## config.mk

```make
export PLATFORM = sky130hd
export DESIGN_NAME = json_character_tokenizer
export DESIGN_NICKNAME = d
export VERILOG_FILES = /design/src/rtl/jct_pkg.sv /design/src/rtl/jct_lexer.sv /design/src/rtl/jct_result_fifo.sv /design/src/rtl/json_character_tokenizer.sv
export SDC_FILE = /design/constraint.sdc
export NUM_CORES = 1
export LEC_CHECK = 0
export ABC_AREA = 0
export BUFFER_PORTS_ARGS = -buffer_cell sky130_fd_sc_hd__buf_2
export CORE_ASPECT_RATIO = 0.75
export CORE_MARGIN = 4
export CORE_UTILIZATION = 45
export CTS_CLUSTER_DIAMETER = 120
export DETAILED_ROUTE_END_ITERATION = 10
export SLEW_MARGIN = 40
export SYNTH_ARGS = -nofsm -noshare
export SYNTH_HDL_FRONTEND = slang
export SYNTH_SLANG_ARGS = --single-unit
```

## constraint.sdc

```tcl
create_clock -name clk -period 7.47 [get_ports clk]
set_input_delay 1.8675 -clock clk [delete_from_list [all_inputs] [get_ports clk]]
set_output_delay 1.8675 -clock clk [all_outputs]
set_load 0.01 [all_outputs]
```

## src/rtl/jct_pkg.sv

```systemverilog
// types, constants and helpers of the json character tokenizer
`default_nettype none
package jct_pkg;

	localparam int MAGNITUDE_BITS  = 31;
	localparam int MAX_FRAC_DIGITS = 9;
	localparam int FRAC_W          = 4;
	localparam int POS_W           = 3;
	localparam int PROD_W          = MAGNITUDE_BITS + 4;

	localparam logic [MAGNITUDE_BITS-1:0] MAG_MAX = {MAGNITUDE_BITS{1'b1}};

	// packed output data width: char, magnitude, sign, fraction count, boolean
	localparam int OUT_FIELDS_W = 8 + MAGNITUDE_BITS + 1 + FRAC_W + 1;
	localparam int OUT_DATA_W   = ((OUT_FIELDS_W + 7) / 8) * 8;

	localparam int FIFO_DEPTH = 4;
	localparam int FIFO_PTR_W = $clog2(FIFO_DEPTH);
	localparam int FIFO_CNT_W = $clog2(FIFO_DEPTH + 1);

	// characters with a meaning to the lexer
	localparam logic [7:0] CH_SPACE    = 8'h20;
	localparam logic [7:0] CH_NEWLINE  = 8'h0A;
	localparam logic [7:0] CH_QUOTE    = 8'h22;
	localparam logic [7:0] CH_LBRACE   = 8'h7B;
	localparam logic [7:0] CH_RBRACE   = 8'h7D;
	localparam logic [7:0] CH_LBRACKET = 8'h5B;
	localparam logic [7:0] CH_RBRACKET = 8'h5D;
	localparam logic [7:0] CH_COLON    = 8'h3A;
	localparam logic [7:0] CH_COMMA    = 8'h2C;
	localparam logic [7:0] CH_MINUS    = 8'h2D;
	localparam logic [7:0] CH_POINT    = 8'h2E;
	localparam logic [7:0] CH_ZERO     = 8'h30;
	localparam logic [7:0] CH_NINE     = 8'h39;
	localparam logic [7:0] CH_T        = 8'h74;
	localparam logic [7:0] CH_R        = 8'h72;
	localparam logic [7:0] CH_U        = 8'h75;
	localparam logic [7:0] CH_E        = 8'h65;
	localparam logic [7:0] CH_F        = 8'h66;
	localparam logic [7:0] CH_A        = 8'h61;
	localparam logic [7:0] CH_L        = 8'h6C;
	localparam logic [7:0] CH_S        = 8'h73;

	localparam logic [POS_W-1:0] LEN_TRUE  = 3'd4;
	localparam logic [POS_W-1:0] LEN_FALSE = 3'd5;

	typedef enum logic [3:0] {
		KIND_LBRACE    = 4'd0,
		KIND_RBRACE    = 4'd1,
		KIND_LBRACKET  = 4'd2,
		KIND_RBRACKET  = 4'd3,
		KIND_COLON     = 4'd4,
		KIND_COMMA     = 4'd5,
		KIND_STR_CHAR  = 4'd6,
		KIND_STR_END   = 4'd7,
		KIND_INT       = 4'd8,
		KIND_DEC       = 4'd9,
		KIND_BOOL      = 4'd10,
		KIND_UNKNOWN   = 4'd11,
		KIND_NOT_ENDED = 4'd12
	} kind_t;

	typedef enum logic [5:0] {
		MODE_IDLE   = 6'b000001,
		MODE_STRING = 6'b000010,
		MODE_INT    = 6'b000100,
		MODE_FRAC   = 6'b001000,
		MODE_WORD   = 6'b010000,
		MODE_ERROR  = 6'b100000
	} mode_t;

	typedef logic [MAGNITUDE_BITS-1:0] mag_t;

	typedef struct packed {
		kind_t             kind;
		logic [7:0]        chv;
		mag_t              mag;
		logic              neg;
		logic [FRAC_W-1:0] frac;
		logic              bval;
		logic              last;
	} tok_t;

	// up to two tokens produced by one request
	typedef struct packed {
		logic [1:0] cnt;
		tok_t       tok0;
		tok_t       tok1;
	} lex_out_t;

	function automatic tok_t make_tok(input kind_t kind, input logic [7:0] chv,
			input mag_t mag, input logic neg, input logic [FRAC_W-1:0] frac,
			input logic bval);
		tok_t t;
		t.kind = kind;
		t.chv  = chv;
		t.mag  = mag;
		t.neg  = neg;
		t.frac = frac;
		t.bval = bval;
		t.last = 1'b0;
		return t;
	endfunction

	// expected letter of a keyword at a position
	function automatic logic [7:0] keyword_char(input logic is_true,
			input logic [POS_W-1:0] pos);
		logic [7:0] c;
		c = 8'h00;
		if (is_true) begin
			case (pos)
				3'd0: c = CH_T;
				3'd1: c = CH_R;
				3'd2: c = CH_U;
				3'd3: c = CH_E;
				default: c = 8'h00;
			endcase
		end else begin
			case (pos)
				3'd0: c = CH_F;
				3'd1: c = CH_A;
				3'd2: c = CH_L;
				3'd3: c = CH_S;
				3'd4: c = CH_E;
				default: c = 8'h00;
			endcase
		end
		return c;
	endfunction

endpackage
`default_nettype wire

```

## src/rtl/jct_lexer.sv

```systemverilog
// lexer state registers and single-pass next-state and token logic
`default_nettype none
module jct_lexer
	import jct_pkg::*;
(
	input  wire logic       clk,
	input  wire logic       arst_n,
	input  wire logic       step,
	input  wire logic [7:0] ch,
	input  wire logic       eot,
	output lex_out_t        res
);

	mode_t             mode_q;
	mag_t              mag_q;
	logic              neg_q;
	logic [FRAC_W-1:0] frac_q;
	logic [POS_W-1:0]  pos_q;
	logic              tru_q;

	mode_t             mode_c;
	mag_t              mag_c;
	logic              neg_c;
	logic [FRAC_W-1:0] frac_c;
	logic [POS_W-1:0]  pos_c;
	logic              tru_c;

	tok_t              e_mode, e_idle, e_eot;
	logic              v_mode, v_idle, v_eot;
	logic              do_idle;
	logic              is_digit;
	logic [PROD_W-1:0] prod;
	mag_t              mag_dig;
	logic [POS_W-1:0]  len;
	logic [POS_W-1:0]  pos_inc;
	tok_t              t0, t1;
	logic              v0, v1;

	assign is_digit = (ch >= CH_ZERO) && (ch <= CH_NINE);

	// saturating acc * 10 + digit
	assign prod = (PROD_W'(mag_q) << 3) + (PROD_W'(mag_q) << 1) + PROD_W'(ch[3:0]);
	assign mag_dig = (|prod[PROD_W-1:MAGNITUDE_BITS]) ? MAG_MAX : prod[MAGNITUDE_BITS-1:0];

	assign len     = tru_q ? LEN_TRUE : LEN_FALSE;
	assign pos_inc = pos_q + 1'b1;

	always_comb begin
		mode_c  = mode_q;
		mag_c   = mag_q;
		neg_c   = neg_q;
		frac_c  = frac_q;
		pos_c   = pos_q;
		tru_c   = tru_q;
		e_mode  = make_tok(KIND_UNKNOWN, 8'h00, '0, 1'b0, '0, 1'b0);
		e_idle  = e_mode;
		e_eot   = e_mode;
		v_mode  = 1'b0;
		v_idle  = 1'b0;
		v_eot   = 1'b0;
		do_idle = 1'b0;

		case (mode_q)
			MODE_STRING: begin
				v_mode = 1'b1;
				if (ch == CH_QUOTE) begin
					e_mode = make_tok(KIND_STR_END, 8'h00, '0, 1'b0, '0, 1'b0);
					mode_c = MODE_IDLE;
				end else begin
					e_mode = make_tok(KIND_STR_CHAR, ch, '0, 1'b0, '0, 1'b0);
				end
			end
			MODE_INT: begin
				if (is_digit) begin
					mag_c = mag_dig;
				end else if (ch == CH_POINT) begin
					mode_c = MODE_FRAC;
				end else begin
					v_mode  = 1'b1;
					e_mode  = make_tok(KIND_INT, 8'h00, mag_q, neg_q, '0, 1'b0);
					do_idle = 1'b1;
				end
			end
			MODE_FRAC: begin
				if (is_digit) begin
					if (frac_q < FRAC_W'(MAX_FRAC_DIGITS)) begin
						mag_c  = mag_dig;
						frac_c = frac_q + 1'b1;
					end
				end else begin
					v_mode  = 1'b1;
					e_mode  = make_tok(KIND_DEC, 8'h00, mag_q, neg_q, frac_q, 1'b0);
					do_idle = 1'b1;
				end
			end
			MODE_WORD: begin
				v_mode = 1'b1;
				if ((pos_q >= len) || (ch != keyword_char(tru_q, pos_q))) begin
					mode_c = MODE_ERROR;
				end else begin
					pos_c = pos_inc;
					if (pos_inc == len) begin
						e_mode = make_tok(KIND_BOOL, 8'h00, '0, 1'b0, '0, tru_q);
						mode_c = MODE_IDLE;
						pos_c  = '0;
						tru_c  = 1'b0;
					end else begin
						v_mode = 1'b0;
					end
				end
			end
			MODE_ERROR: begin
			end
			default: begin
				do_idle = 1'b1;
			end
		endcase

		// state leaving a string or word goes back to cleared values
		if (mode_c == MODE_IDLE) begin
			mag_c  = '0;
			neg_c  = 1'b0;
			frac_c = '0;
			pos_c  = '0;
			tru_c  = 1'b0;
		end

		if (do_idle) begin
			mode_c = MODE_IDLE;
			mag_c  = '0;
			neg_c  = 1'b0;
			frac_c = '0;
			pos_c  = '0;
			tru_c  = 1'b0;
			case (ch)
				CH_SPACE, CH_NEWLINE: begin
				end
				CH_QUOTE:    mode_c = MODE_STRING;
				CH_LBRACE: begin
					v_idle = 1'b1;
					e_idle = make_tok(KIND_LBRACE, 8'h00, '0, 1'b0, '0, 1'b0);
				end
				CH_RBRACE: begin
					v_idle = 1'b1;
					e_idle = make_tok(KIND_RBRACE, 8'h00, '0, 1'b0, '0, 1'b0);
				end
				CH_LBRACKET: begin
					v_idle = 1'b1;
					e_idle = make_tok(KIND_LBRACKET, 8'h00, '0, 1'b0, '0, 1'b0);
				end
				CH_RBRACKET: begin
					v_idle = 1'b1;
					e_idle = make_tok(KIND_RBRACKET, 8'h00, '0, 1'b0, '0, 1'b0);
				end
				CH_COLON: begin
					v_idle = 1'b1;
					e_idle = make_tok(KIND_COLON, 8'h00, '0, 1'b0, '0, 1'b0);
				end
				CH_COMMA: begin
					v_idle = 1'b1;
					e_idle = make_tok(KIND_COMMA, 8'h00, '0, 1'b0, '0, 1'b0);
				end
				CH_MINUS: begin
					mode_c = MODE_INT;
					neg_c  = 1'b1;
				end
				CH_T: begin
					mode_c = MODE_WORD;
					pos_c  = 3'd1;
					tru_c  = 1'b1;
				end
				CH_F: begin
					mode_c = MODE_WORD;
					pos_c  = 3'd1;
				end
				default: begin
					if (is_digit) begin
						mode_c = MODE_INT;
						mag_c  = MAGNITUDE_BITS'(ch[3:0]);
					end else begin
						v_idle = 1'b1;
						e_idle = make_tok(KIND_UNKNOWN, 8'h00, '0, 1'b0, '0, 1'b0);
						mode_c = MODE_ERROR;
					end
				end
			endcase
		end

		// end of text flushes what is pending
		if (eot) begin
			case (mode_c)
				MODE_INT: begin
					v_eot = 1'b1;
					e_eot = make_tok(KIND_INT, 8'h00, mag_c, neg_c, '0, 1'b0);
				end
				MODE_FRAC: begin
					v_eot = 1'b1;
					e_eot = make_tok(KIND_DEC, 8'h00, mag_c, neg_c, frac_c, 1'b0);
				end
				MODE_STRING: begin
					v_eot = 1'b1;
					e_eot = make_tok(KIND_NOT_ENDED, 8'h00, '0, 1'b0, '0, 1'b0);
				end
				MODE_WORD: begin
					v_eot = 1'b1;
				end
				default: begin
				end
			endcase
			mode_c = MODE_IDLE;
			mag_c  = '0;
			neg_c  = 1'b0;
			frac_c = '0;
			pos_c  = '0;
			tru_c  = 1'b0;
		end
	end

	// keep the first two tokens in order, a third is dropped
	always_comb begin
		if (v_mode) begin
			t0 = e_mode;
			v0 = 1'b1;
			t1 = v_idle ? e_idle : e_eot;
			v1 = v_idle | v_eot;
		end else if (v_idle) begin
			t0 = e_idle;
			v0 = 1'b1;
			t1 = e_eot;
			v1 = v_eot;
		end else begin
			t0 = e_eot;
			v0 = v_eot;
			t1 = e_eot;
			v1 = 1'b0;
		end
		t0.last = v0 & ~v1;
		t1.last = v1;
		res.tok0 = t0;
		res.tok1 = t1;
		res.cnt  = {v1, v0 & ~v1};
	end

	always_ff @(posedge clk or negedge arst_n) begin
		if (!arst_n) begin
			mode_q <= MODE_IDLE;
			mag_q  <= '0;
			neg_q  <= 1'b0;
			frac_q <= '0;
			pos_q  <= '0;
			tru_q  <= 1'b0;
		end else if (step) begin
			mode_q <= mode_c;
			mag_q  <= mag_c;
			neg_q  <= neg_c;
			frac_q <= frac_c;
			pos_q  <= pos_c;
			tru_q  <= tru_c;
		end
	end

endmodule
`default_nettype wire

```

## src/rtl/jct_result_fifo.sv

```systemverilog
// result queue taking up to two tokens and giving one per cycle while the sink is ready
`default_nettype none
module jct_result_fifo
	import jct_pkg::*;
(
	input  wire logic     clk,
	input  wire logic     arst_n,
	input  wire logic     push,
	input  wire lex_out_t din,
	output logic          room,
	output logic          out_valid,
	input  wire logic     out_ready,
	output tok_t          dout
);

	tok_t                  mem [FIFO_DEPTH];
	logic [FIFO_PTR_W-1:0] wr_ptr_q, rd_ptr_q;
	logic [FIFO_CNT_W-1:0] count_q;
	logic [1:0]            n_push;
	logic                  pop;

	assign n_push    = push ? din.cnt : 2'd0;
	assign out_valid = (count_q != '0);
	assign pop       = out_valid & out_ready;
	assign room      = (count_q <= FIFO_CNT_W'(FIFO_DEPTH - 2));
	assign dout      = mem[rd_ptr_q];

	always_ff @(posedge clk) begin
		if (n_push != 2'd0) begin
			mem[wr_ptr_q] <= din.tok0;
		end
		if (n_push == 2'd2) begin
			mem[FIFO_PTR_W'(wr_ptr_q + 1'b1)] <= din.tok1;
		end
	end

	always_ff @(posedge clk or negedge arst_n) begin
		if (!arst_n) begin
			wr_ptr_q <= '0;
			rd_ptr_q <= '0;
			count_q  <= '0;
		end else begin
			wr_ptr_q <= FIFO_PTR_W'(wr_ptr_q + FIFO_PTR_W'(n_push));
			rd_ptr_q <= FIFO_PTR_W'(rd_ptr_q + FIFO_PTR_W'(pop));
			count_q  <= FIFO_CNT_W'(count_q + FIFO_CNT_W'(n_push) - FIFO_CNT_W'(pop));
		end
	end

endmodule
`default_nettype wire

```

## src/rtl/json_character_tokenizer.sv

```systemverilog
// json character tokenizer: one text byte per request in, one token per request out
// an accepted byte is held in the input stage, its tokens then pass the result queue
// throughput: one byte per cycle unless stalled; two tokens of a byte leave one at a time
// input stalls only while the four-entry result queue holds more than two tokens
// reset: arst_n asynchronous active low, lexer returns to idle and the queue empties
`default_nettype none
module json_character_tokenizer
	import jct_pkg::*;
(
	input  wire logic                  clk,
	input  wire logic                  arst_n,
	// input requests
	input  wire logic                  s_tvalid,
	output logic                       s_tready,
	input  wire logic [7:0]            s_tdata,   // [7:0] ch
	input  wire logic                  s_tlast,   // end_of_text
	// result requests
	output logic                       m_tvalid,
	input  wire logic                  m_tready,
	output logic [OUT_DATA_W-1:0]      m_tdata,   // char_value, magnitude, negative,
	                                              // frac_digits, bool_value, zero pad
	output logic [3:0]                 m_tuser,   // [3:0] token_kind
	output logic                       m_tlast    // last token of its request
);

	// input stage: one held request
	logic       valid_s1;
	logic [7:0] ch_s1;
	logic       eot_s1;

	logic       room;
	logic       step;
	lex_out_t   lex_res;
	tok_t       head;

	// a held byte moves on when the queue can take two tokens
	assign step     = valid_s1 & room;
	assign s_tready = ~valid_s1 | step;

	always_ff @(posedge clk or negedge arst_n) begin
		if (!arst_n) begin
			valid_s1 <= 1'b0;
		end else if (s_tready) begin
			valid_s1 <= s_tvalid;
		end
	end

	// payload needs no reset
	always_ff @(posedge clk) begin
		if (s_tvalid && s_tready) begin
			ch_s1  <= s_tdata;
			eot_s1 <= s_tlast;
		end
	end

	// mode, number accumulator and keyword tracking, all updated in one pass
	jct_lexer u_lexer (
		.clk    (clk),
		.arst_n (arst_n),
		.step   (step),
		.ch     (ch_s1),
		.eot    (eot_s1),
		.res    (lex_res)
	);

	// result queue parts the lexer from a stalled sink
	jct_result_fifo u_fifo (
		.clk       (clk),
		.arst_n    (arst_n),
		.push      (step),
		.din       (lex_res),
		.room      (room),
		.out_valid (m_tvalid),
		.out_ready (m_tready),
		.dout      (head)
	);

	// pack fields from the lowest bit up, zero fill to whole bytes
	assign m_tdata = OUT_DATA_W'({head.bval, head.frac, head.neg, head.mag, head.chv});
	assign m_tuser = head.kind;
	assign m_tlast = head.last;

endmodule
`default_nettype wire

```

After elaboration in Yosys (flattened, before gate mapping)
Memory sizes are Yosys's and may differ from the RTL's. Cells that the tools add are included.

$lt $le $gt $ge: 5. $add $sub $neg: 9. Multiplexer cells: 83. Reduce and logical (&&, ||, !) cells: 18. Equal/unequal tests: 31. Bitwise gates (word level): 7.

Operators by type and width (number): $mux 50 (7); $pmux 50 s6 (1); $mux 31 (8); $pmux 50 s4 (1); $pmux 49 s3 (1); $mux 48 (2); $mux 47 (2); $pmux 31 s2 (1); $eq 8x6->1 const B (6); $eq 8x7->1 const B (6); $mux 6 (8); $add 34x32->35 (1); $add 35x4->35 (1); $pmux 7 s5 (1); $mux 1 (29); $mux 4 (7); $pmux 7 s4 (1); $pmux 6 s4 (1); $mux 3 (6); $pmux 6 s3 (1); $mux 8 (2); $eq 6x2->1 const B (2); $eq 6x3->1 const B (2); $eq 6x4->1 const B (2); 44 further kinds (54).

Bits in writable memories: 200. Memories: 1. Register bits after elaboration: 63. Input bits: 13.

Memories: u_fifo.mem (words 4, bits a word 50, rd ports 1, clocked after Yosys merged registers in 0, wr ports 2, RTL line jct_result_fifo.sv:16) `tok_t mem [FIFO_DEPTH];`.

Logic depth before layout (Yosys ltp)
Gate-level depths: netlist of run 1.

Word-level depth: 21. Mapped depth: 19. Mapped depth without buffers: 17.

By module
Synthesis of run 1 repeated with hierarchy kept, for this count alone.

Cell total of the unflattened synthesis: 1442. Area, all modules: 17311.6 um^2.

Modules (own cells, without submodules): jct_result_fifo (cells an instance 530, times used 1, area each 10226.1 um^2); jct_lexer (cells an instance 894, times used 1, area each 6729.0 um^2); json_character_tokenizer (cells an instance 18, times used 1, area each 356.6 um^2).

Worst setup path before layout of run 1
Ideal clock, no wire load.

Path kind: register to register. From: register u_lexer.tru_q. To: memory u_fifo.mem[2][0] in the netlist's numbering (enable). Period minus slack after synthesis: 4413 ps. Cell stages (with the launch flop): 16. Data required time: 7071 ps. Buffers on the path: 4. Arrival: 4014 ps. Setup slack: 3057 ps. Cells stage by stage: dfrtp_1 > buf_2 > inv_1 > ha_1 > or3b_1 > a211o_1 > a21oi_1 > nand4_1 > nor2_1 > o21a_1 > nand2_2 > buf_6 > a311o_1 > buf_2 > buf_2 > nand2_1.

RTL lines: from (decl) (RTL line jct_lexer.sv:19) `logic tru_q;`; from (signal assigned) (RTL line jct_lexer.sv:258) `tru_q <= tru_c;`; to (decl) (RTL line jct_result_fifo.sv:16).

==> flow_summary.json, run 1 <==
{
  "numCtsBuffers": 29,
  "vias_per_cell": 6.32,
  "crit_family": "compound AO/OA/AOI/OAI gates",
  "critPathMaxStageDelay_ns": 0.72,
  "peakVddDrop_uv": 287,
  "hold_violations": 0,
  "max-slew-margin-rel": 0.416,
  "crit_path_cell_trace": "fa_1 -> inv_1 -> fa_1 -> nand2b_1 -> a21oi_1 -> o21ai_1 -> o2111ai_1 -> a41o_1 -> o21ai_1 -> a21boi_4 -> buf_8 -> a211oi_1 -> buf_4 -> o31ai_2 -> a21oi_1",
  "setup_viol": 0,
  "die_h_um": 169,
  "cts_hold_buf": 0,
  "max-cap-violations": 0,
  "dr_total_vias": 12700,
  "antenna_found_initial": 1,
  "grt_pass1_wl_mm": 72.1,
  "path_clk_slew_ns": 0.06,
  "portBuffers": 64,
  "synth-seq-cells": 263,
  "total_power_w": 0.00524,
  "post_cts_buffers": 0,
  "required_ns": 7.76,
  "syn_inst": 1502,
  "fp-row-count": 58,
  "dieArea_mm2": 0.0379,
  "maxSlewViolCount": 0,
  "slowest_stage": "edfxtp_1",
  "grt_pass1_vias": 11900,
  "path_buf_inv": 3,
  "dr.pass1.iters": 6,
  "crit_type": "flip-flop to flip-flop",
  "root_buffer": "clkbuf_16",
  "antenna_cells": 0,
  "yosysTopAreaCellShare": 0.332,
  "layout-drive-gt1-share": 0.155,
  "leakage_nw": 6.32,
  "grt_overflow": 0,
  "clock_path_buffers": 3,
  "h-tree-depth": 1,
  "clk_latency_ns": 0.57,
  "tns_ns": 0,
  "skew_ns": 0.0179,
  "ys_warn_count": 0,
  "die_w_um": 223,
  "ios": 68,
  "synth_edf_count": 173,
  "end_kind": "flip-flop",
  "yosysSeqAreaShare": 0.464,
  "powerDensity_mw_per_mm2": 303,
  "rsz0062_at_grt": "no",
  "drc": 0,
  "layout.nets": 1620,
  "clock.fmax_mhz": 191,
  "postRouteAntennaNets": 0,
  "postSynthAreaPerCell_um2": 10.4,
  "pre_cts_ws_ns": 2.32,
  "dp_hpwl_mm": 32.1,
  "gp_congestion": 0.960,
  "yosys-top-cells-count": "nor2_1 (194), edfxtp_1 (173), a21oi_1 (157)",
  "clock-sinks": 263,
  "crit_arrival_ns": 5.54,
  "path_max_fanout": 21,
  "areaGrowthSynthToFinish_pct": 10.6,
  "wirelength_mm": 46.4,
  "wire_per_inst_um": 23.2,
  "status": "finished, final reports clean",
  "synthArstFlopShare": 0.205,
  "finalCriticalPeriod_ns": 5.25,
  "ys.flop_type": "edfxtp_1",
  "start_util": 0.462,
  "yosysMostFrequentCell": "nor2_1",
  "synth.distinct_cells": 98,
  "grt_usage": 0.241,
  "grt_max_degree": 55,
  "crit_path_start_kind": "flip-flop",
  "synth_area_leader_cell": "edfxtp_1",
  "drtIter0Drc": 1672,
  "core_region_area_mm2": 0.0339,
  "layout_setup_ws_ns": 2.22,
  "cts_tree": "yes",
  "ys_top_cells_by_area": "edfxtp_1 (33%), dfrtp_1 (8.5%), mux4_2 (7.2%)",
  "fin_crit_sh": 0.702,
  "syn_area_mm2": 0.0156,
  "post_cts_resized": 0,
  "max_slew.worst_pin.slew_ns": 0.869,
  "min_path_type": "flip-flop to flip-flop"
}
-- cell usage in the layout (no fill, tap or decap), types with 7 or more instances in the layout --
cell type	n
xnor2_1	21
clkbuf_16	29
o21ai_0	57
a31oi_1	12
nor2b_1	9
o31ai_1	9
buf_4	23
o211ai_1	15
nor3_1	29
dfrtp_1	51
mux4_2	50
a22oi_1	11
nand2b_1	15
or3_1	8
a21oi_1	157
o21ai_1	19
clkinv_1	11
a21boi_0	8
nor2_1	192
nor2_2	15
o2bb2ai_1	7
a21o_1	9
a32o_1	11
a211oi_1	12
o22ai_1	30
dfxtp_1	36
and2_1	20
xor2_1	17
nand4_1	12
a22o_1	19
and3_1	9
ha_1	74
edfxtp_1	173
inv_1	31
nand3_1	30
buf_2	64
nand2_1	102
nor3_2	7
-- path summary, 6_finish.rpt --
path	depth (start not counted)	endpoint	slack (ns)	startpoint
max in group asynchronous	2	u_fifo.rd_ptr_q[0]$_DFF_PN0_	5.65	arst_n
setup / recovery	15	u_fifo.mem[3][26]$_DFFE_PP_	2.22	ch_s1[3]$_DFFE_PP_
hold reg to reg	2	u_fifo.mem[1][41]$_SDFFE_PP0P_	0.45	u_fifo.mem[1][41]$_SDFFE_PP0P_
hold / removal	2	u_fifo.mem[1][41]$_SDFFE_PP0P_	0.45	u_fifo.mem[1][41]$_SDFFE_PP0P_
min in group asynchronous	2	u_lexer.mag_q[0]$_DFFE_PN0P_	1.38	arst_n
setup reg to reg	15	u_fifo.mem[3][26]$_DFFE_PP_	2.22	ch_s1[3]$_DFFE_PP_
-- layer usage --
metal | routed length (um) | vias up | track usage
li1 | - | 5767 | -
met1 | 22100 | 6216 | 0.385
met2 | 18500 | 598 | 0.334
met3 | 4840 | 71 | 0.0567
met4 | 896 | 2 | 0.0442
met5 | 13 | - | 0
-- worst register-to-register path, cell delays in order, from the launching register on --
cell	delay (ns)
edfxtp_1	0.72
fa_1	0.70
inv_1	0.06
fa_1	0.39
nand2b_1	0.18
a21oi_1	0.17
o21ai_1	0.15
o2111ai_1	0.41
a41o_1	0.35
o21ai_1	0.20
a21boi_4	0.53
buf_8	0.25
a211oi_1	0.11
buf_4	0.22
o31ai_2	0.41
a21oi_1	0.14
-- power breakdown --
group          leakage (nW)  internal (W)  switching (W)  total [W]
Combinational          3.23      0.000697        0.00116    0.00186
Clock                 0.439      0.000785       0.000597    0.00138
Sequential             2.65       0.00181       0.000187    0.00200
-- cell type report --
class,count,area (um^2)
fillers,2962,16600
multi-input cells,1113,7890
flip-flops and latches,263,7270
clock buffers,35,748
well taps,450,563
repair buffers,90,539
clock inverters,19,160
inverters,33,124
-- stage by stage --
step	instance area (um^2)	std cells	hold slack [ns]	util
6_report	17300	2003	0.452	0.510
5_1_grt	17300	2003	0.469	0.510
4_1_cts	17200	2002	0.452	0.509
3_5_place_dp	16300	1948	0.443	0.482
3_3_place_gp	16300	1947	0.439	0.481
2_1_floorplan	15700	1504	0.427	-
-- state kept, by name, summed over array words and instances (netlist names) --
signal           count
u_lexer.frac_q       4
u_fifo.wr_ptr_q      2
ch_s1                8
u_lexer.tru_q        1
eot_s1               1
u_lexer.mode_q       6
valid_s1             1
u_fifo.rd_ptr_q      2
u_lexer.pos_q        3
u_lexer.neg_q        1
u_fifo.count_q       3
u_lexer.mag_q       31
u_fifo.mem         200
-- kinds of logic (layout without fill, tap and decap cells) --
logic type,after synthesis,after routing,synth area share
other cells,1,3,0.000240
compound gates,454,454,0.194
simple gates,486,486,0.147
fa+ha+maj,78,78,0.0637
flops,263,263,0.464
buf+inv,128,177,0.0348
xor+xnor,38,38,0.0213
mux,54,54,0.0747
Note: power is estimated with default switching activity, not from simulation.
==> inputs of run 2 (changes only) <==
Settings changed: ABC_AREA 0 to 1.
Clock period 7.47 ns to 4.7 ns, I/O delays scaled along.
==> run 2 against run 1 <==
Clock skew shrank 0.0036 ns. Power grew 85%. Die area grew 8.2%. Utilization shrank 0.18 points. First-iteration DRC count grew 13%. Sequential share of layout area shrank 3.6 points. Sequential power grew 59%. Worst setup slack lost 1.7 ns. Count of clock-buffer cells in the layout shrank 2. Register-to-register slack lost 1.7 ns. Largest power group is now combinational cells. Highest routed layer unchanged.
==> flow_summary.json, run 2 <==
{
  "hold_violations": 0,
  "crit_path_cell_trace": "fa_1 -> inv_1 -> fa_1 -> inv_1 -> nand2_1 -> nand3_1 -> nand2_1 -> nand2_1 -> nand2_1 -> nand3_1 -> nand2_1 -> nor2_4 -> nand2_2 -> inv_2 -> buf_4 -> nand3_1 -> nand2_1 -> nand3_1 -> nand3_1 -> a21oi_1",
  "hold_ws_ns": 0.462,
  "core_region_area_mm2": 0.0372,
  "ios": 68,
  "cts_hold_buf": 0,
  "yosysMostFrequentCell": "nand2_1",
  "dieArea_mm2": 0.0410,
  "clock-sinks": 263,
  "path_max_fanout": 42,
  "syn_area_mm2": 0.0170,
  "placed_area_mm2": 0.0179,
  "wire_per_inst_um": 20.2,
  "fillCellCount": 3650,
  "fin_crit_sh": 0.885,
  "areaGrowthSynthToFinish_pct": 11.3,
  "reg.largest.list": "u_fifo.mem x200, u_lexer.mag_q x31, ch_s1 x8",
  "path_clk_slew_ns": 0.06,
  "synth-seq-cells": 263,
  "clock_path_buffers": 3,
  "total_power_w": 0.00968,
  "fp-row-count": 61,
  "top_register": "u_fifo.mem",
  "antenna_found_initial": 2,
  "final_common_cell": "nand2_1",
  "skew_ns": 0.0144,
  "grt_pass1_vias": 14700,
  "multiInputGateArea_mm2": 0.00844,
  "antenna_cells": 0,
  "root_buffer": "clkbuf_16",
  "end_kind": "flip-flop",
  "clock.fmax_mhz": 240,
  "layout-drive-gt1-share": 0.114,
  "syn_inst": 2199,
  "grt_max_degree": 50,
  "h-tree-depth": 1,
  "max-slew-margin-rel": 0.437,
  "slowest_stage": "fa_1",
  "postSynthAreaPerCell_um2": 7.73,
  "critPathMaxStageDelay_ns": 0.60,
  "min_path_type": "flip-flop to flip-flop",
  "yosysTopAreaCellShare": 0.306,
  "yosys-top-cells-count": "nand2_1 (455), a21oi_1 (250), nand3_1 (236)",
  "crit_type": "flip-flop to flip-flop",
  "post_cts_buffers": 0,
  "powerDensity_mw_per_mm2": 512,
  "crit_family": "simple AND/OR/NAND/NOR gates",
  "wirelength_mm": 55.5,
  "largest_reg_flops": 200,
  "yosysSeqAreaShare": 0.428,
  "finalCriticalPeriod_ns": 4.16,
  "grt_usage": 0.268,
  "crit_arrival_ns": 4.44,
  "dr_total_vias": 15700,
  "cts_tree": "yes",
  "required_ns": 4.99,
  "portBuffers": 64,
  "layout.nets": 2316,
  "die_h_um": 176,
  "grt_pass1_wl_mm": 86.3,
  "drc": 0,
  "synth.distinct_cells": 49,
  "design_area_mm2": 0.0189,
  "synth_edf_count": 173,
  "max-cap-violations": 0,
  "synthArstFlopShare": 0.205,
  "die_w_um": 232,
  "start_util": 0.457,
  "synth_area_leader_cell": "edfxtp_1",
  "register_area_mm2": 0.00727,
  "drtIter0Drc": 1890,
  "ys_top_cells_by_area": "edfxtp_1 (31%), nand2_1 (10%), dfrtp_1 (7.8%)",
  "path_buf_inv": 4,
  "maxSlewViolCount": 0,
  "clk_latency_ns": 0.57,
  "rsz0062_at_grt": "no",
  "leakage_nw": 7.46,
  "tns_ns": 0,
  "ys.flop_type": "edfxtp_1",
  "post_cts_resized": 0,
  "vias_per_cell": 5.69,
  "gp_congestion": 0.936,
  "postRouteAntennaNets": 0,
  "grt_overflow": 0,
  "layout_common_cells": "nand2_1 (451), a21oi_1 (249), nand3_1 (236)",
  "peakVddDrop_uv": 283,
  "status": "finished, final reports clean",
  "crit_path_start_kind": "flip-flop",
  "ys_warn_count": 0,
  "crit_top_cell": "nand2_1",
  "numCtsBuffers": 28,
  "dp_hpwl_mm": 37.4,
  "dr.pass1.iters": 8,
  "max_slew.worst_pin.slew_ns": 0.844,
  "setup_viol": 0
}
run 2: cell types whose count changed in the layout (fill, tap and decap cells not counted), sizes merged, moves of 21 or more:
cell   delta
nand2   +361
inv     +171
o21ai    +98
nand3   +214
a21oi   +124
nor2     +21
mux4     -50
run 2: cell families after synthesis:
logic type | synth area share
xor gates and xnor gates | 0.0139
other | 0.000221
adders and majority gates | 0.0580
DFF | 0.428
buffers and inverters | 0.0778
and+or+nand+nor | 0.255
AOI/OAI and AO/OA | 0.168
run 2: worst reg2reg max path, cell delays in order (launching register included):
cell and delay [ns]:
edfxtp_1 0.48, fa_1 0.60, inv_1 0.06, fa_1 0.42, inv_1 0.08, nand2_1 0.05, nand3_1 0.15, nand2_1 0.07
nand2_1 0.19, nand2_1 0.10, nand3_1 0.10, nand2_1 0.09, nor2_4 0.23, nand2_2 0.17, inv_2 0.07, buf_4 0.39
nand3_1 0.15, nand2_1 0.09, nand3_1 0.09, nand3_1 0.20, a21oi_1 0.10
run 2: layout make-up:
cell class                 instances  area share
sequential                       263       0.385
multi-input combinational       1619       0.446
inverter                         204      0.0405
clock buffer                      33      0.0386
timing repair buffer             110      0.0397
tap                              504      0.0334
clock inverter                    19      0.0169
run 2: through the flow:
step	setup slack, ns	util	cells
2_1_floorplan	1.02	-	2201
6_report	0.541	0.509	2752
3_3_place_gp	0.676	0.480	2699
3_5_place_dp	0.601	0.480	2700
5_1_grt	0.188	0.509	2752
4_1_cts	0.582	0.509	2752
run 2: final timing paths:
kind	from	to	depth (start not counted)	slack (ns)
max reg2reg	ch_s1[3]$_DFFE_PP_	u_fifo.mem[2][33]$_DFFE_PP_	20	0.54
max in group asynchronous	arst_n	u_fifo.rd_ptr_q[0]$_DFF_PN0_	2	3.30
min in group asynchronous	arst_n	u_fifo.count_q[2]$_DFF_PN0_	1	0.62
min reg2reg	u_fifo.mem[2][44]$_SDFFE_PP0N_	u_fifo.mem[2][44]$_SDFFE_PP0N_	2	0.46
min	u_fifo.mem[2][44]$_SDFFE_PP0N_	u_fifo.mem[2][44]$_SDFFE_PP0N_	2	0.46
max	ch_s1[3]$_DFFE_PP_	u_fifo.mem[2][33]$_DFFE_PP_	20	0.54
run 2: power by group:
group | switching [W] | internal, W
clock | 0.000972 | 0.00155
sequential | 0.000180 | 0.00300
combinational | 0.00287 | 0.00110
total | 0.00402 | 0.00566
run 2: metal layers:
| metal | vias up | global-route usage | share of wire |
|---|---|---|---|
| met3 | 72 | 0.0798 | 0.12 |
| li1 | 7542 | - | - |
| met1 | 7330 | 0.411 | 0.46 |
| met4 | 2 | 0.0478 | 0.016 |
| met2 | 708 | 0.376 | 0.40 |
| met5 | - | 0 | 0.00023 |
==> inputs of run 3 (changes only) <==
Settings changed: CORE_MARGIN 4 to 3.
==> run 3 against run 2 <==
Combinational power fell by 3%. Count of clock-buffer cells in the layout rose by 5. Critical path type unchanged. Register-to-register slack improved by 0.02 ns. Sequential power hardly changed. Sequential share of layout area is 0.35 points higher. Fmax increased by 0.57%. Die area shrank 2.0%. Worst setup slack better by 0.024 ns.
==> flow_summary.json, run 3 (synthesized netlist as in run 2, its figures left out) <==
{
  "dp_hpwl_mm": 37.5,
  "max-slew-margin-rel": 0.447,
  "die_w_um": 230,
  "path_max_fanout": 42,
  "areaGrowthSynthToFinish_pct": 10.3,
  "p_sw_w": 0.00397,
  "rr_worst_depth": 22,
  "layout.nets": 2317,
  "finalCriticalPeriod_ns": 4.14,
  "numCtsBuffers": 28,
  "dr_total_vias": 15800,
  "min_path_type": "flip-flop to flip-flop",
  "power_frac_clock": 0.240,
  "vias_per_cell": 5.76,
  "drc": 0,
  "root_buffer": "clkbuf_16",
  "hold_violations": 0,
  "top_register": "u_fifo.mem",
  "status": "finished, final reports clean",
  "cts_hold_buf": 0,
  "dr.pass1.iters": 6,
  "start_util": 0.465,
  "setup_viol": 0,
  "peakVddDrop_uv": 321,
  "crit_path_start_kind": "flip-flop",
  "gp_congestion": 0.941,
  "grt_overflow": 0,
  "h-tree-depth": 1,
  "skew_ns": 0.0262,
  "required_ns": 5.00,
  "grt_pass1_wl_mm": 85.8,
  "cts_tree": "yes",
  "end_kind": "flip-flop",
  "clock-sinks": 263,
  "rsz0062_at_grt": "no",
  "tns_ns": 0,
  "reg2reg_to": "u_fifo.mem[0][16]$_DFFE_PP_",
  "crit_arrival_ns": 4.44,
  "layout-drive-gt1-share": 0.112,
  "wire_per_inst_um": 20.2,
  "leakage_nw": 7.39,
  "r2r_slack_ns": 0.56,
  "post_cts_buffers": 0,
  "hold_path_end": "u_fifo.mem[0][39]$_SDFFE_PP0N_",
  "postLayoutCoreUtil": 0.512,
  "slowest_stage": "fa_1",
  "crit_family": "simple AND/OR/NAND/NOR gates",
  "max_slew.worst_pin.slew_ns": 0.830,
  "clock_path_buffers": 3,
  "largest_reg_flops": 200,
  "holdPathStages": 2,
  "reg.largest.list": "u_fifo.mem x200, u_lexer.mag_q x31, ch_s1 x8",
  "crit_top_cell": "nand2_1",
  "dieArea_mm2": 0.0401,
  "path_buf_inv": 5,
  "path_clk_slew_ns": 0.06,
  "pwr-share-seq": 0.344,
  "post_cts_resized": 0,
  "critPathMaxStageDelay_ns": 0.48,
  "layout_common_cells": "nand2_1 (451), a21oi_1 (249), nand3_1 (236)",
  "max-cap-violations": 0,
  "grt_pass1_vias": 14700,
  "clk_latency_ns": 0.59,
  "crit_type": "flip-flop to flip-flop",
  "maxSlewViolCount": 0,
  "die_h_um": 174,
  "crit_path_cell_trace": "buf_4 -> ha_1 -> ha_1 -> inv_1 -> fa_1 -> inv_1 -> nand2_1 -> nand3_1 -> nand2_1 -> nand2_1 -> nand2_1 -> nand3_1 -> nand2_1 -> nor2_4 -> nand2_2 -> inv_2 -> buf_4 -> nand3_1 -> nand2_1 -> nand3_1 -> nand3_1 -> a21oi_1",
  "core_region_area_mm2": 0.0366,
  "clock.fmax_mhz": 242,
  "grt_usage": 0.271,
  "intPower_w": 0.00534,
  "total_power_w": 0.00930,
  "p_sw_frac": 0.426,
  "fin_crit_sh": 0.880,
  "antenna_found_initial": 1,
  "grt_max_degree": 81,
  "powerDensity_mw_per_mm2": 497,
  "pwr-share-comb": 0.416,
  "fp-row-count": 60,
  "ios": 68,
  "wirelength_mm": 55.5,
  "drtIter0Drc": 1623,
  "portBuffers": 64,
  "hp-start": "u_fifo.mem[0][39]$_SDFFE_PP0N_",
  "r2r_start": "ch_s1[2]$_DFFE_PP_",
  "postRouteAntennaNets": 0,
  "final_common_cell": "nand2_1"
}
==> run 3: metal layers <==
| metal | vias up | GRT usage | part of all wire |
|---|---|---|---|
| li1 | 7556 | - | - |
| met1 | 7373 | 0.424 | 0.46 |
| met2 | 804 | 0.371 | 0.39 |
| met3 | 93 | 0.0729 | 0.13 |
| met4 | 2 | 0.0527 | 0.017 |
| met5 | - | 0 | 0.00016 |
==> run 3: worst max path at each step <==
stage / cells after the start / endpoint / startpoint
after detailed placement: 22 / u_fifo.mem[0][16]$_DFFE_PP_ / ch_s1[2]$_DFFE_PP_
after global placement: 22 / u_fifo.mem[0][31]$_DFFE_PP_ / ch_s1[2]$_DFFE_PP_
after floorplan: 21 / u_fifo.mem[3][0]$_DFFE_PP_ / u_lexer.pos_q[0]$_DFFE_PN0P_
after global routing: 22 / u_fifo.mem[0][14]$_DFFE_PP_ / ch_s1[2]$_DFFE_PP_
final: 22 / u_fifo.mem[0][16]$_DFFE_PP_ / ch_s1[2]$_DFFE_PP_
after CTS: 22 / u_fifo.mem[0][12]$_DFFE_PP_ / ch_s1[2]$_DFFE_PP_
==> run 3: final cells by class <==
class / count / area (um^2)
well taps: 496 / 621
clock buffers: 38 / 778
flip-flops and latches: 263 / 7270
repair buffers: 111 / 713
inverters: 204 / 768
clock inverters: 14 / 141
multi-input cells: 1619 / 8440
diodes: 1 / 2.50
fillers: 3536 / 17800
==> run 3: power groups by stage <==
| stage | clock network, W | registers [W] | logic [W] |
|---|---|---|---|
| after CTS | 0.00226 | 0.00320 | 0.00385 |
| final | 0.00224 | 0.00320 | 0.00387 |
| after global placement | 0 | 0.00324 | 0.00379 |
| after detailed placement | 0 | 0.00325 | 0.00384 |
| after floorplan | 0 | 0.00319 | 0.00247 |
| after global routing | 0.00235 | 0.00325 | 0.00422 |
==> run 3: stage by stage <==
| stage | instances | cell area, um^2 | worst slack (ns) | hold WS, ns |
|---|---|---|---|---|
| 6_report | 2746 | 18700 | 0.564 | 0.465 |
| 5_1_grt | 2745 | 18700 | 0.232 | 0.478 |
| 4_1_cts | 2745 | 18700 | 0.631 | 0.466 |
| 3_5_place_dp | 2693 | 17800 | 0.638 | 0.457 |
| 3_3_place_gp | 2693 | 17800 | 0.735 | 0.448 |
| 2_1_floorplan | 2201 | 17000 | 1.02 | 0.439 |
==> run 3: worst min-delay path: cells and delay by family (launching register included) <==
kind             cells  cell delay [ns]
DFF                  1             0.31
and+or+nand+nor      2             0.11
